[config.mk]
export PLATFORM = sky130hd
export DESIGN_NAME = pcrl_mod_unit
export DESIGN_NICKNAME = d
export VERILOG_FILES = /design/src/rtl/pcrl_pkg.sv /design/src/rtl/pcrl_mod_unit.sv
export SDC_FILE = /design/constraint.sdc
export NUM_CORES = 1
export LEC_CHECK = 0
export ABC_CLOCK_PERIOD_IN_PS = 2150
export BUFFER_PORTS_ARGS = -buffer_cell sky130_fd_sc_hd__buf_2
export CORE_UTILIZATION = 35
export DETAILED_ROUTE_END_ITERATION = 8
export GPL_TIMING_DRIVEN = 0
export PLACE_DENSITY = 0.74
export SETUP_SLACK_MARGIN = 0.3
export SYNTH_ARGS = -nofsm -noshare
export SYNTH_HDL_FRONTEND = slang
export SYNTH_SLANG_ARGS = --single-unit
[constraint.sdc]
create_clock -name i_clk -period 2.15 [get_ports i_clk]
set_clock_uncertainty 0.15 [all_clocks]
set_input_delay 0.43 -clock i_clk [delete_from_list [all_inputs] [get_ports i_clk]]
set_output_delay 0.43 -clock i_clk [all_outputs]
set_load 0.03 [all_outputs]
[src/rtl/pcrl_pkg.sv]
// Shared types, codes and helpers of the per-client rate limiter.
`default_nettype none
package pcrl_pkg;

    localparam int unsigned DATA_W     = 32;
    localparam int unsigned CFG_IDX_W  = 3;

    localparam logic [DATA_W-1:0] CNT_MAX = '1;

    // Action codes
    localparam logic [1:0] ACT_NEW    = 2'd0;
    localparam logic [1:0] ACT_CLOSE  = 2'd1;
    localparam logic [1:0] ACT_REQ    = 2'd2;
    localparam logic [1:0] ACT_UNUSED = 2'd3;

    // Verdicts
    localparam logic VERDICT_PASS  = 1'b0;
    localparam logic VERDICT_BLOCK = 1'b1;

    // Cause codes
    localparam logic [2:0] CAUSE_NONE       = 3'd0;
    localparam logic [2:0] CAUSE_TABLE_FULL = 3'd1;
    localparam logic [2:0] CAUSE_CONCURRENT = 3'd2;
    localparam logic [2:0] CAUSE_CONN_BURST = 3'd3;
    localparam logic [2:0] CAUSE_CONN_RATE  = 3'd4;
    localparam logic [2:0] CAUSE_REQ_BURST  = 3'd5;
    localparam logic [2:0] CAUSE_REQ_RATE   = 3'd6;
    localparam logic [2:0] CAUSE_BAD_CLOSE  = 3'd7;

    // Configuration register indexes
    localparam logic [CFG_IDX_W-1:0] CFG_REQ_RATE   = 3'd0;
    localparam logic [CFG_IDX_W-1:0] CFG_REQ_BURST  = 3'd1;
    localparam logic [CFG_IDX_W-1:0] CFG_CONN_RATE  = 3'd2;
    localparam logic [CFG_IDX_W-1:0] CFG_CONN_BURST = 3'd3;
    localparam logic [CFG_IDX_W-1:0] CFG_CONCURRENT = 3'd4;
    localparam logic [CFG_IDX_W-1:0] CFG_IDLE       = 3'd5;
    localparam int unsigned          CFG_NUM        = 6;

    localparam logic [DATA_W-1:0] IDLE_RESET = 32'd14400;

    typedef struct packed {
        logic [1:0]        action;
        logic [63:0]       client_high;
        logic [63:0]       client_low;
        logic [DATA_W-1:0] now_tick;
    } t_in_item;

    typedef struct packed {
        logic       verdict;
        logic [2:0] cause;
    } t_out_item;

    typedef struct packed {
        logic [63:0]       addr_high;
        logic [63:0]       addr_low;
        logic [DATA_W-1:0] last_seen;
        logic [DATA_W-1:0] live_conns;
    } t_entry;

    typedef struct packed {
        logic [DATA_W-1:0] stamp;
        logic [DATA_W-1:0] new_conns;
        logic [DATA_W-1:0] requests;
    } t_slot;

    typedef enum logic [3:0] {
        S_IDLE,
        S_SCAN,
        S_DECIDE,
        S_CLEAR,
        S_ENTRY,
        S_SLOT_RD,
        S_SUM,
        S_CHECK,
        S_DONE
    } t_state;

    function automatic logic [DATA_W-1:0] sat_inc(input logic [DATA_W-1:0] v);
        return (v == CNT_MAX) ? v : v + 1'b1;
    endfunction

endpackage
`default_nettype wire

[src/rtl/pcrl_mod_unit.sv]
// Remainder of a 32-bit tick by the slot count, by reciprocal multiplication.
`default_nettype none
module pcrl_mod_unit
    import pcrl_pkg::*;
#(
    parameter int unsigned SLOTS = 8
) (
    input  wire logic                         i_clk,
    input  wire logic                         i_rst_n,
    input  wire logic                         i_start,
    input  wire logic [DATA_W-1:0]            i_dividend,
    output logic                              o_done,
    output logic [$clog2(SLOTS)-1:0]          o_rem
);
    localparam int unsigned MW = $clog2(SLOTS);
    localparam int unsigned PW = 2 * DATA_W;
    // floor(2^32 / SLOTS): the quotient estimate is exact or one short
    localparam logic [PW-1:0]     RECIP_W = (PW'(1) << DATA_W) / PW'(SLOTS);
    localparam logic [DATA_W-1:0] RECIP   = RECIP_W[DATA_W-1:0];
    localparam logic [DATA_W-1:0] DIVISOR = DATA_W'(SLOTS);

    logic              r_busy;
    logic              r_done;
    logic [1:0]        r_step;
    logic [DATA_W-1:0] r_x;
    logic [PW-1:0]     r_prod;
    logic [DATA_W-1:0] r_est;
    logic [MW-1:0]     r_rem;
    logic [DATA_W-1:0] n_quot;
    logic [DATA_W-1:0] n_fix;

    // Quotient estimate, then one conditional subtract of the divisor
    always_comb begin
        n_quot = r_prod[PW-1:DATA_W];
        n_fix  = (r_est >= DIVISOR) ? (r_est - DIVISOR) : r_est;
    end

    always_ff @(posedge i_clk) begin
        if (!i_rst_n) begin
            r_busy <= 1'b0;
            r_done <= 1'b0;
            r_step <= '0;
        end else if (i_start) begin
            r_busy <= 1'b1;
            r_done <= 1'b0;
            r_step <= '0;
            r_x    <= i_dividend;
        end else if (r_busy) begin
            r_step <= r_step + 1'b1;
            case (r_step)
                2'd0: begin
                    r_prod <= PW'(r_x) * PW'(RECIP);
                end
                2'd1: begin
                    r_est <= r_x - n_quot * DIVISOR;
                end
                default: begin
                    r_rem  <= n_fix[MW-1:0];
                    r_busy <= 1'b0;
                    r_done <= 1'b1;
                end
            endcase
        end
    end

    assign o_done = r_done;
    assign o_rem  = r_rem;

endmodule
`default_nettype wire

==> out/results.tsv <==
stage	metric	value	unit
status	run_status	complete, no violations	
synth	synth_sequential_area_ratio	74.7	%
cts	cts_resized	0	
timing	fin_crit	1.71	ns
floorplanning	dieArea	1490	µm²
synth	postSynthCellCount	31	
global_routing	antenna_violations_before_repair	0	
timing	slew_viol_final	0	
floorplanning	core-area	1170	µm²
synth	register_bit_count_reported_by_yosys	13	
floorplanning	floorplan.initialDensity	40.1	%
worst_setup_path	max_stage_delay	0.38	ns
worst_setup_path	cp_cell_sequence	inv_1 > ha_1 > or3b_1 > nor2_1	
global_routing	grt_pass1_vias	224	
synth	post-synth-top-area-cell	edfxtp_1	
cts	tritoncts.num_buffers	3	
pwr	pwr_density_cell	796	nW/µm²
hold_path	worstHoldPathType	in2reg	
layout	fillers	107	
synth	post_synth_num_cell_types	13	
cts	clock_latency	0.28	ns
detailed_routing	wl_met3	54	µm
timing	relative_slew_slack	82.7	%
synth	synth.top_cell.area_share	57.6	%
worst_setup_path	start_kind	flop	
floorplanning	die_w	38.6	µm
layout	nNetsFinal	82	
layout	drive_gt1_share	31.8	%
place	place_area	532	µm²
cts	cts_sinks	13	
detailed_routing	detailedRoute.firstPassIterationCount	1	
global_routing	globalRouteTotalUtil	10.2	%
global_routing	globalRouteOverflowTotal	0	
timing	layout_setup_ws	0.441	ns
detailed_routing	highest-signal-layer	met4	
cts	h-tree-depth	1	
floorplanning	io-pin-count	39	
timing	hold_viol	0	
layout	diodes	0	
global_routing	first_pass_grt_wire_length	848	µm
timing	finalCritPeriodShare	79.5	%
cts	post_cts.repair.setup_buffers	0	
place	dp_hpwl	382	µm
cts	cts.root.buffer_cell	clkbuf_4	
layout	area_used_by_multi_input_combinational_logic	108	µm²
timing	grt_setup_unrepaired	false	
detailed_routing	detail_route.wirelength.met1	214	µm
worst_setup_path	setup.worst_path.end_class	flop	
job	max_cap_violations	0	
timing	max_slew.worst_pin.slew	0.258	ns
detailed_routing	wl_met2	233	µm
synth	post_synth.cell_area_avg	15.1	µm²
place	place_congestion	0.708	
detailed_routing	drt-vias-per-instance	4.43	
worst_setup_path	timing.critical_path.slowest_stage_cell	or3b_1	
layout	finish.instance_area	559	µm²
worst_setup_path	cp_arrival	1.52	ns
detailed_routing	route.vias.total	257	
floorplanning	die_height	38.6	µm
detailed_routing	drc	0	
synth	syn_nets	68	
detailed_routing	detailedRoute.firstIterationViolations	0	
worst_setup_path	crit_type	reg2reg	
cts	tritoncts	yes	
floorplanning	row_count	12	
pwr	leakage	0.000207	µW
worst_setup_path	crit_fanout	3	
place	port_buffers	9	
synth	synth_top_cells_by_area	edfxtp_1 (58%), dfxtp_1 (17%), ha_1 (5.3%), nor2_1 (3.2%), o21a_1 (3.2%)	
global_routing	grt_max_degree	9	
timing	setup_viol	0	
detailed_routing	route.antenna.remaining_nets	0	
layout	flip_flop_and_latch_area	350	µm²
synth	ys_warn_count	0	
synth	netlist_area	469	µm²
cts	clk_pin_slew	0.08	ns
detailed_routing	wire_length_reported_by_the_detailed_router	528	µm
cts	cts_max_path_buffers	2	
layout	flow.area_growth_from_synthesis	19.2	%
pwr	ir_drop	0.386	mV
detailed_routing	drt-wirelength-per-cell	9.10	µm
place	preCtsSetupSlack	0.445	ns
cts	post_cts_hold_buffer_count	0	
timing	fmaxAchievable	585	MHz
worst_setup_path	worstPathRequired	1.96	ns
timing	setup_total_negative_slack	0	ns
-- layout by cell type, fill, tap and decap left out, types with 2 or more instances in the layout --
| cell | count |
|---|---|
| inv_1 | 3 |
| edfxtp_1 | 9 |
| nor2_1 | 4 |
| buf_2 | 9 |
| clkbuf_4 | 3 |
| dfxtp_1 | 4 |
| ha_1 | 2 |
| o21a_1 | 2 |
-- cells in the mapped netlist, drive strengths merged --
library cell / n
a21oi: 1
and2: 1
dfxtp: 4
edfxtp: 9
ha: 2
inv: 3
mux2i: 1
nand2: 1
nand2b: 1
nor2: 4
o21a: 2
or3b: 1
xnor2: 1
-- layer usage --
layer  GRT usage, %  vias to the layer above
met1           8.71                      109
met4           10.3                        0
li1               -                      130
met3           8.67                        5
met5              0                        -
met2           13.8                       13
-- sequential cells by signal, summed over array words and instances, names as in the netlist --
name    flops
o_rem       3
r_est       3
r_x         3
r_step      2
o_done      1
r_busy      1
-- logic make-up (layout without fill, tap and decap cells) --
group                    count (synthesis)  count (layout)  share of synthesized area, %
AO/OA/AOI/OAI                            3               3                          5.07
XOR/XNOR                                 1               1                          1.87
adder cells (fa/ha/maj)                  2               2                          5.33
buffers and inverters                    3              16                          2.40
flip-flops                              13              13                          74.7
multiplexers                             1               1                          2.13
AND/OR/NAND/NOR                          8               8                          8.53
-- power by group --
part / switching (µW) / total (µW) / internal (µW)
logic: 9.31 / 19.9 / 10.5
registers: 3.85 / 278 / 274
clock network: 78.8 / 148 / 69.0
total: 91.9 / 445 / 353
-- area by class of cell --
type	instances	area share, %
clock buffers	3	4.03
multi-input cells	15	19.2
clock inverters	1	0.895
inverters	3	2.01
flip-flops and latches	13	62.6
well taps	14	3.13
repair buffers	9	8.05
-- worst max-delay path, delay by kind of cell (launching register included) --
| family | cells | cell delay [ns] |
|---|---|---|
| DFF | 1 | 0.37 |
| and+or+nand+nor | 2 | 0.61 |
| adders and majority gates | 1 | 0.20 |
| buffers and inverters | 1 | 0.06 |
-- path summary, 6_finish.rpt --
path                                             start                 end  slack, ns  cells past startpoint
worst max-delay path            r_step[0]$_SDFFE_PP0P_  o_rem[1]$_DFFE_PP_       0.44                      4
worst min register to register        r_x[2]$_DFFE_PP_  r_est[2]$_DFFE_PP_       0.27                      0
worst max register to register  r_step[0]$_SDFFE_PP0P_  o_rem[1]$_DFFE_PP_       0.44                      4
worst min-delay path                     i_dividend[0]    r_x[0]$_DFFE_PP_       0.17                      1
-- per-stage QoR --
stage	hold WS (ns)	instances	util [%]	total power, µW
6_report	0.168	58	47.8	445
5_1_grt	0.148	58	47.8	464
4_1_cts	0.159	58	47.8	452
3_5_place_dp	0.255	54	45.4	304
3_3_place_gp	0.251	54	45.4	303
2_1_floorplan	0.250	31	-	296
No activity file was read; power rests on OpenSTA's default activity.
